--- config.mk ---
export PLATFORM = sky130hd
export DESIGN_NAME = rect_fill_border_alpha_blend_unit
export DESIGN_NICKNAME = d
export VERILOG_FILES = /design/src/rfb_pkg.sv /design/src/rect_fill_border_alpha_blend_unit.sv
export SDC_FILE = /design/constraint.sdc
export NUM_CORES = 2
export LEC_CHECK = 0
export ABC_AREA = 0
export BUFFER_PORTS_ARGS = -buffer_cell sky130_fd_sc_hd__buf_4
export CORE_UTILIZATION = 35
export DETAILED_ROUTE_END_ITERATION = 8
export MAX_ROUTING_LAYER = met4
export SYNTH_ARGS = -nofsm -noshare
export SYNTH_HDL_FRONTEND = slang
export SYNTH_SLANG_ARGS = --single-unit
--- constraint.sdc ---
create_clock -name clk -period 8.9 [get_ports clk]
set_clock_uncertainty 0.05 [all_clocks]
set_input_delay 1.78 -clock clk [delete_from_list [all_inputs] [get_ports clk]]
set_output_delay 1.78 -clock clk [all_outputs]
set_load 0.02 [all_outputs]
--- src/rfb_pkg.sv ---
// Shared types, register indexes and the alpha scaling function of the rectangle blender.
`timescale 1ns / 1ps
package rfb_pkg;

  // One input word: pixel position and the current destination color.
  typedef struct packed {
    logic [11:0] pixel_column;
    logic [11:0] pixel_row;
    logic [7:0]  dest_red;
    logic [7:0]  dest_green;
    logic [7:0]  dest_blue;
    logic [7:0]  dest_alpha;
  } rfb_in_t;

  // One result word: blended pixel and its coverage flag.
  typedef struct packed {
    logic [7:0] out_red;
    logic [7:0] out_green;
    logic [7:0] out_blue;
    logic [7:0] out_alpha;
    logic       covered;
  } rfb_out_t;

  localparam int unsigned CfgIndexW = 3;

  typedef enum logic [CfgIndexW-1:0] {
    REG_DRAW_MODE        = 3'd0,
    REG_LEFT_EDGE        = 3'd1,
    REG_TOP_EDGE         = 3'd2,
    REG_RECT_WIDTH       = 3'd3,
    REG_RECT_HEIGHT      = 3'd4,
    REG_BORDER_THICKNESS = 3'd5,
    REG_FILL_COLOR       = 3'd6
  } rfb_cfg_reg_t;

  localparam logic       MODE_FILL    = 1'b0;
  localparam logic [7:0] ALPHA_OPAQUE = 8'd255;
  localparam logic [15:0] ROUND_BIAS  = 16'd128;

  // scale(v, a) = (p + (p >> 8)) >> 8 with p = v * a + 128; never exceeds 255.
  function automatic logic [7:0] scale8(input logic [7:0] v, input logic [7:0] a);
    logic [15:0] p;
    logic [16:0] q;
    p = ({8'd0, v} * {8'd0, a}) + ROUND_BIAS;
    q = {1'b0, p} + {9'd0, p[15:8]};
    return q[15:8];
  endfunction

endpackage

--- src/rect_fill_border_alpha_blend_unit.sv ---
// Top level of the rectangle fill / border ring source-over blender.
// Datapath: a taken word loads the input register, then the result register, which
//   raises out_valid; the receiver cannot hold the result off and takes it as it comes.
// Throughput: one word per cycle; a new word enters while the last is in the result register.
// busy stays low: the receiver cannot stall, so nothing ever holds the input off.
// Reset (rst_n low, synchronous): all config registers go to 0, pipeline empties.
`timescale 1ns / 1ps
module rect_fill_border_alpha_blend_unit #(
  parameter int unsigned SURFACE_MAX_SIDE = 4096
) (
  input  logic                          clk,
  input  logic                          rst_n,
  // pixel input
  input  logic                          start,
  output logic                          busy,
  input  rfb_pkg::rfb_in_t              in_word,
  // blended result
  output logic                          out_valid,
  output rfb_pkg::rfb_out_t             out_word,
  // configuration writes
  input  logic                          cfg_valid,
  output logic                          cfg_ready,
  input  logic [rfb_pkg::CfgIndexW-1:0] cfg_index,
  input  logic [31:0]                   cfg_data
);

  // Surface bound, widened to hold the largest allowed side.
  localparam logic [16:0] SideLimit = 17'(SURFACE_MAX_SIDE);

  // ---------------------------------------------------------------------------
  // Configuration registers
  // ---------------------------------------------------------------------------
  logic        draw_mode_r;
  logic [15:0] left_edge_r;
  logic [15:0] top_edge_r;
  logic [14:0] rect_width_r;
  logic [14:0] rect_height_r;
  logic [14:0] border_thickness_r;
  logic [31:0] fill_color_r;

  logic cfg_we;

  // Writes are always taken; the block has no reason to refuse one.
  assign cfg_ready = 1'b1;
  assign cfg_we    = cfg_valid && cfg_ready;

  always_ff @(posedge clk) begin
    if (!rst_n) begin
      draw_mode_r        <= rfb_pkg::MODE_FILL;
      left_edge_r        <= '0;
      top_edge_r         <= '0;
      rect_width_r       <= '0;
      rect_height_r      <= '0;
      border_thickness_r <= '0;
      fill_color_r       <= '0;
    end else if (cfg_we) begin
      case (rfb_pkg::rfb_cfg_reg_t'(cfg_index))
        rfb_pkg::REG_DRAW_MODE:        draw_mode_r        <= cfg_data[0];
        rfb_pkg::REG_LEFT_EDGE:        left_edge_r        <= cfg_data[15:0];
        rfb_pkg::REG_TOP_EDGE:         top_edge_r         <= cfg_data[15:0];
        rfb_pkg::REG_RECT_WIDTH:       rect_width_r       <= cfg_data[14:0];
        rfb_pkg::REG_RECT_HEIGHT:      rect_height_r      <= cfg_data[14:0];
        rfb_pkg::REG_BORDER_THICKNESS: border_thickness_r <= cfg_data[14:0];
        rfb_pkg::REG_FILL_COLOR:       fill_color_r       <= cfg_data;
        default: ;  // unused index: drop the write
      endcase
    end
  end

  // ---------------------------------------------------------------------------
  // Derived geometry and source color
  // The user must change config only while idle; no check enforces it. These
  // settle before any word taken after the write reaches the blend stage.
  // All edge coordinates are 18-bit signed: left + width - thickness spans
  // -65535 .. 65534.
  // ---------------------------------------------------------------------------
  logic signed [17:0] left_ext, top_ext, width_ext, height_ext, thick_ext;

  logic signed [17:0] right_r,       right_nxt;
  logic signed [17:0] bottom_r,      bottom_nxt;
  logic signed [17:0] in_left_r,     in_left_nxt;
  logic signed [17:0] in_top_r,      in_top_nxt;
  logic signed [17:0] in_right_r,    in_right_nxt;
  logic signed [17:0] in_bottom_r,   in_bottom_nxt;
  logic               empty_r,       empty_nxt;
  logic               solid_ring_r,  solid_ring_nxt;
  logic               no_ring_r,     no_ring_nxt;
  logic [7:0]         src_red_r,     src_red_nxt;
  logic [7:0]         src_green_r,   src_green_nxt;
  logic [7:0]         src_blue_r,    src_blue_nxt;
  logic [7:0]         keep_r,        keep_nxt;

  always_comb begin
    left_ext   = {{2{left_edge_r[15]}}, left_edge_r};
    top_ext    = {{2{top_edge_r[15]}}, top_edge_r};
    width_ext  = $signed({3'd0, rect_width_r});
    height_ext = $signed({3'd0, rect_height_r});
    thick_ext  = $signed({3'd0, border_thickness_r});

    right_nxt     = left_ext + width_ext;
    bottom_nxt    = top_ext + height_ext;
    in_left_nxt   = left_ext + thick_ext;
    in_top_nxt    = top_ext + thick_ext;
    in_right_nxt  = left_ext + width_ext - thick_ext;
    in_bottom_nxt = top_ext + height_ext - thick_ext;

    empty_nxt      = (rect_width_r == '0) || (rect_height_r == '0);
    no_ring_nxt    = (border_thickness_r == '0);
    // twice the thickness reaching either side fills the whole rectangle
    solid_ring_nxt = ({border_thickness_r, 1'b0} >= {1'b0, rect_width_r}) ||
                     ({border_thickness_r, 1'b0} >= {1'b0, rect_height_r});

    // premultiply the fill color by its own alpha
    src_red_nxt   = rfb_pkg::scale8(fill_color_r[31:24], fill_color_r[7:0]);
    src_green_nxt = rfb_pkg::scale8(fill_color_r[23:16], fill_color_r[7:0]);
    src_blue_nxt  = rfb_pkg::scale8(fill_color_r[15:8],  fill_color_r[7:0]);
    keep_nxt      = rfb_pkg::ALPHA_OPAQUE - fill_color_r[7:0];
  end

  always_ff @(posedge clk) begin
    right_r      <= right_nxt;
    bottom_r     <= bottom_nxt;
    in_left_r    <= in_left_nxt;
    in_top_r     <= in_top_nxt;
    in_right_r   <= in_right_nxt;
    in_bottom_r  <= in_bottom_nxt;
    empty_r      <= empty_nxt;
    solid_ring_r <= solid_ring_nxt;
    no_ring_r    <= no_ring_nxt;
    src_red_r    <= src_red_nxt;
    src_green_r  <= src_green_nxt;
    src_blue_r   <= src_blue_nxt;
    keep_r       <= keep_nxt;
  end

  // ---------------------------------------------------------------------------
  // Input register
  // ---------------------------------------------------------------------------
  logic             in_take;
  logic             in_valid_r;
  rfb_pkg::rfb_in_t in_r;

  assign busy    = 1'b0;
  assign in_take = start && !busy;

  always_ff @(posedge clk) begin
    if (!rst_n) begin
      in_valid_r <= 1'b0;
    end else begin
      in_valid_r <= in_take;
    end
  end

  always_ff @(posedge clk) begin
    if (in_take) begin
      in_r <= in_word;
    end
  end

  // ---------------------------------------------------------------------------
  // Coverage test and blend
  // ---------------------------------------------------------------------------
  logic signed [17:0] px, py;
  logic               on_surface;
  logic               in_rect;
  logic               on_ring;
  logic               cov;
  logic [7:0]         alpha;
  logic               opaque;
  rfb_pkg::rfb_out_t  res_nxt;
  rfb_pkg::rfb_out_t  res_r;
  logic               out_valid_r;

  always_comb begin
    px     = $signed({6'd0, in_r.pixel_column});
    py     = $signed({6'd0, in_r.pixel_row});
    alpha  = fill_color_r[7:0];
    opaque = (alpha == rfb_pkg::ALPHA_OPAQUE);

    on_surface = ({5'd0, in_r.pixel_column} < SideLimit) &&
                 ({5'd0, in_r.pixel_row} < SideLimit);
    in_rect    = (px >= left_ext) && (px < right_r) &&
                 (py >= top_ext) && (py < bottom_r);
    on_ring    = solid_ring_r ||
                 (px < in_left_r) || (px >= in_right_r) ||
                 (py < in_top_r) || (py >= in_bottom_r);

    cov = (alpha != '0) && on_surface && !empty_r && in_rect &&
          ((draw_mode_r == rfb_pkg::MODE_FILL) || (!no_ring_r && on_ring));

    res_nxt.covered = cov;
    if (!cov) begin
      // pass the destination through untouched
      res_nxt.out_red   = in_r.dest_red;
      res_nxt.out_green = in_r.dest_green;
      res_nxt.out_blue  = in_r.dest_blue;
      res_nxt.out_alpha = in_r.dest_alpha;
    end else if (opaque) begin
      res_nxt.out_red   = src_red_r;
      res_nxt.out_green = src_green_r;
      res_nxt.out_blue  = src_blue_r;
      res_nxt.out_alpha = rfb_pkg::ALPHA_OPAQUE;
    end else begin
      // source over: src + dest * (255 - alpha) / 255, wrapping to 8 bits
      res_nxt.out_red   = src_red_r   + rfb_pkg::scale8(in_r.dest_red,   keep_r);
      res_nxt.out_green = src_green_r + rfb_pkg::scale8(in_r.dest_green, keep_r);
      res_nxt.out_blue  = src_blue_r  + rfb_pkg::scale8(in_r.dest_blue,  keep_r);
      res_nxt.out_alpha = alpha       + rfb_pkg::scale8(in_r.dest_alpha, keep_r);
    end
  end

  // ---------------------------------------------------------------------------
  // Result register: one strobe per word, the receiver takes it as it comes.
  // ---------------------------------------------------------------------------
  always_ff @(posedge clk) begin
    if (!rst_n) begin
      out_valid_r <= 1'b0;
    end else begin
      out_valid_r <= in_valid_r;
    end
  end

  always_ff @(posedge clk) begin
    if (in_valid_r) begin
      res_r <= res_nxt;
    end
  end

  assign out_valid = out_valid_r;
  assign out_word  = res_r;

  // ---------------------------------------------------------------------------
  // Assertions
  // ---------------------------------------------------------------------------
  // every result traces back to a word taken into the input register
  a_result_has_source: assert property (@(posedge clk) disable iff (!rst_n)
    out_valid |-> $past(start && !busy, 2))
    else $error("result strobe without an accepted input word");

  // a zero fill alpha never marks a pixel covered
  a_zero_alpha_uncovered: assert property (@(posedge clk) disable iff (!rst_n)
    (out_valid && out_word.covered) |-> ($past(fill_color_r[7:0]) != 8'd0))
    else $error("pixel covered with zero fill alpha");

  // an uncovered pixel passes the destination red and alpha through
  a_uncovered_passthrough: assert property (@(posedge clk) disable iff (!rst_n)
    (out_valid && !out_word.covered) |->
      (out_word.out_red == $past(in_r.dest_red)) &&
      (out_word.out_alpha == $past(in_r.dest_alpha)))
    else $error("uncovered pixel altered");

  // an opaque fill writes full alpha
  a_opaque_alpha: assert property (@(posedge clk) disable iff (!rst_n)
    (out_valid && out_word.covered && $past(opaque)) |->
      (out_word.out_alpha == rfb_pkg::ALPHA_OPAQUE))
    else $error("opaque fill did not produce full alpha");

endmodule

==> reports/qor.txt <==
violated checks: design-rule violations
storage element area: 7699 um^2
vias in the first global route: 27.11k
# diodes: 0
slowest CP cell: fa_1
Area Growth Syn to Fin: 11.58%
layout cells sized above 1: 6.877%
Worst Setup End Kind: flip-flop
Fmax achieved: 118.0 MHz
yosys warns: 0
pwr dens: 380.6 nW/um^2
gr usage total: 18.69%
Setup TNS Final: 0 ns
minimum clock period: 8.476 ns
compound-gate portion of the synthesized area: 12.99%
Placed Area: 37700 um^2
DRT Pass-1 Iters: 8
Max VDD drop: 307.6 uV
kind of critical path: reg -> reg
Sw Ratio: 49.70%
Root Driver: clkbuf_16
ys async rst share: 0%
pre-CTS setup slack: 0.3323 ns
Synth Register Bits: 340
CP max stage delay: 0.54 ns
commonest non-fill, non-tap cell in the layout: inv_1
Crit path required time: 9.31 ns
Final setup viols: 0
CTS tree: yes
syn_nets: 4915
fin nets: 5025
hold crit path type: reg -> reg
first-pass GRT wire length: 147600 um
H-tree levels: 2
Worst-Skew Late Latency: 0.62 ns
antenna violations before repair: 2
Starting Density: 35.25%
sequential-to-total area share from yosys stat: 21.84%
ys flop type: dfxtp_1
Die Span X: 319.4 um
number of synthesized flops with an enable pin: 89
Worst Slack Setup Final: 0.4243 ns
sequential share of power: 12.0%
I/O Buffers: 128
largest family of logic cells by synthesized area: adder cells
Final Core Density: 39.33%
Rows: 116
Max-slew headroom: 27.39%
Die H: 319.4 um
clock transition at the registers of the reported paths: 0.06 ns
post-synthesis simple-gate area fraction: 16.52%
area used by multi-input combinational logic: 24910 um^2
Clock power frac: 12.7%
DR vias: 27.11k
combinational group share of total power: 75.3%
crit path DAT: 8.88 ns
Tot Pwr: 14.97 mW
cell count after placement: 5352
GP Congestion: 0.8876
Distinct cells, synth: 80
P_sw: 7.441 mW
pin count of the biggest net entering global routing: 113
multiplexer share of the synthesized area: 0.2378%
WL final: 91610 um
dpl hpwl: 73300 um
adder and majority gate portion of the synthesized area: 35.02%
Core Region: 100000 um^2
drt via density: 4.982
TritonCTS Buffers: 43
Post-route DRC: 1
Fill cells: 10.02k
Max Cap Viol: 0
internal power: 7.530 mW
WL per Instance: 16.83 um
syn_area_per_cell: 8.815 um^2
final instance area: 39330 um^2
commonest cells after routing, fill and taps aside: inv_1, ha_1, nand2_1
Fin. Hold Viols: 0
Routed Antenna Nets: 0
Worst setup SP type: flip-flop
total I/O pin count: 131
initial drt markers: 1631
clock sinks: 340
worst slew pin tran: 1.089 ns
GR Overflow Total: 0
CP Max Fanout: 7
status: finished, violations left
Min Hold Slack: 0.4546 ns
cts hold-fix bufs: 0
final non-filler cell total: 5442
Slew Limit Fails: 0
Max Root-Sink Buffers: 3
Post-Syn Instances: 3999
Mapped Area: 35250 um^2
Final Cycle Share: 95.23%
Static Leak: 18.42 nW
Die ar.: 102000 um^2
XOR/XNOR share of the synthesized area: 5.750%
Top cell by count, worst path: fa_1
-- final timing paths --
kind / from / slack (ns) / cells after the start / to
worst max-delay path: in_r[18] / 0.42 / 32 / out_word[24]
worst min-delay path: rect_height_r[6] / 0.45 / 2 / rect_height_r[6]
worst max register to register: in_r[18] / 0.42 / 32 / out_word[24]
worst min register to register: rect_height_r[6] / 0.45 / 2 / rect_height_r[6]
-- state kept, by name, indices dropped and copies added (netlist names), 8 cells and up --
register            count
in_r                   56
out_word               33
fill_color_r           32
in_bottom_r            18
in_right_r             18
bottom_r               17
in_left_r              17
in_top_r               17
right_r                17
left_edge_r            16
top_edge_r             16
border_thickness_r     15
rect_height_r          15
rect_width_r           15
keep_r                  8
src_blue_r              8
src_green_r             8
src_red_r               8
-- worst max-delay path: cells and delay by family (launching register included) --
family	cells	cell delay [ns]
adder cells (fa/ha/maj)	9	3.70
AO/OA/AOI/OAI	9	1.88
AND/OR/NAND/NOR	8	1.45
XOR/XNOR	4	0.66
flip-flops	1	0.49
buffers and inverters	2	0.09
-- logic make-up after synthesis --
logic type | after synthesis
adder cells (fa/ha/maj) | 826
XOR/XNOR | 229
flip-flops | 340
AO/OA/AOI/OAI | 684
multiplexers | 8
buffers and inverters | 712
AND/OR/NAND/NOR | 1198
other | 2
-- power by group through the flow --
stage | Sequential (mW) | Clock (mW) | Combinational, mW
after detailed placement | 1.83 | 0 | 11.0
after floorplan | 1.79 | 0 | 8.54
final | 1.80 | 1.89 | 11.3
after global routing | 1.81 | 2.01 | 12.7
after CTS | 1.80 | 1.95 | 11.1
after global placement | 1.83 | 0 | 11.0
-- cells in the mapped netlist, types with 85 or more instances --
cell / number / share of area, %
o21ai_0: 98 / 1.4
fa_1: 269 / 15
ha_1: 552 / 20
xnor2_1: 156 / 3.9
edfxtp_1: 89 / 7.6
a21boi_0: 124 / 2.6
inv_1: 601 / 6.4
nand2_1: 479 / 5.1
nor2_1: 159 / 1.7
a21o_1: 85 / 1.8
clkbuf_1: 98 / 1.0
and2_1: 289 / 5.1
a21oi_1: 163 / 2.3
dfxtp_1: 251 / 14
-- timing repair --
item,4_1_cts,5_1_grt
setup endpoints to repair,0,5
buffers inserted,0,10
gates resized for setup,0,8
-- metal layers --
| metal | track usage (%) | vias to the layer above | routed length, um |
|---|---|---|---|
| li1 | - | 13460 | - |
| met1 | 24.65 | 13010 | 42770 |
| met2 | 30.79 | 538 | 43020 |
| met3 | 2.089 | 105 | 4162 |
| met4 | 3.825 | 0 | 1653 |
| met5 | - | - | 0 |
-- cell type report --
type	count	share of cell area [%]
Inverter	601	5.735
Clock inverter	34	1.040
Timing Repair Buffer	176	3.378
Tap cell	1298	4.129
Clock buffer	46	2.818
Sequential cell	340	19.57
Multi-Input combinational cell	2947	63.33
Note: power is estimated with default switching activity, not from simulation.
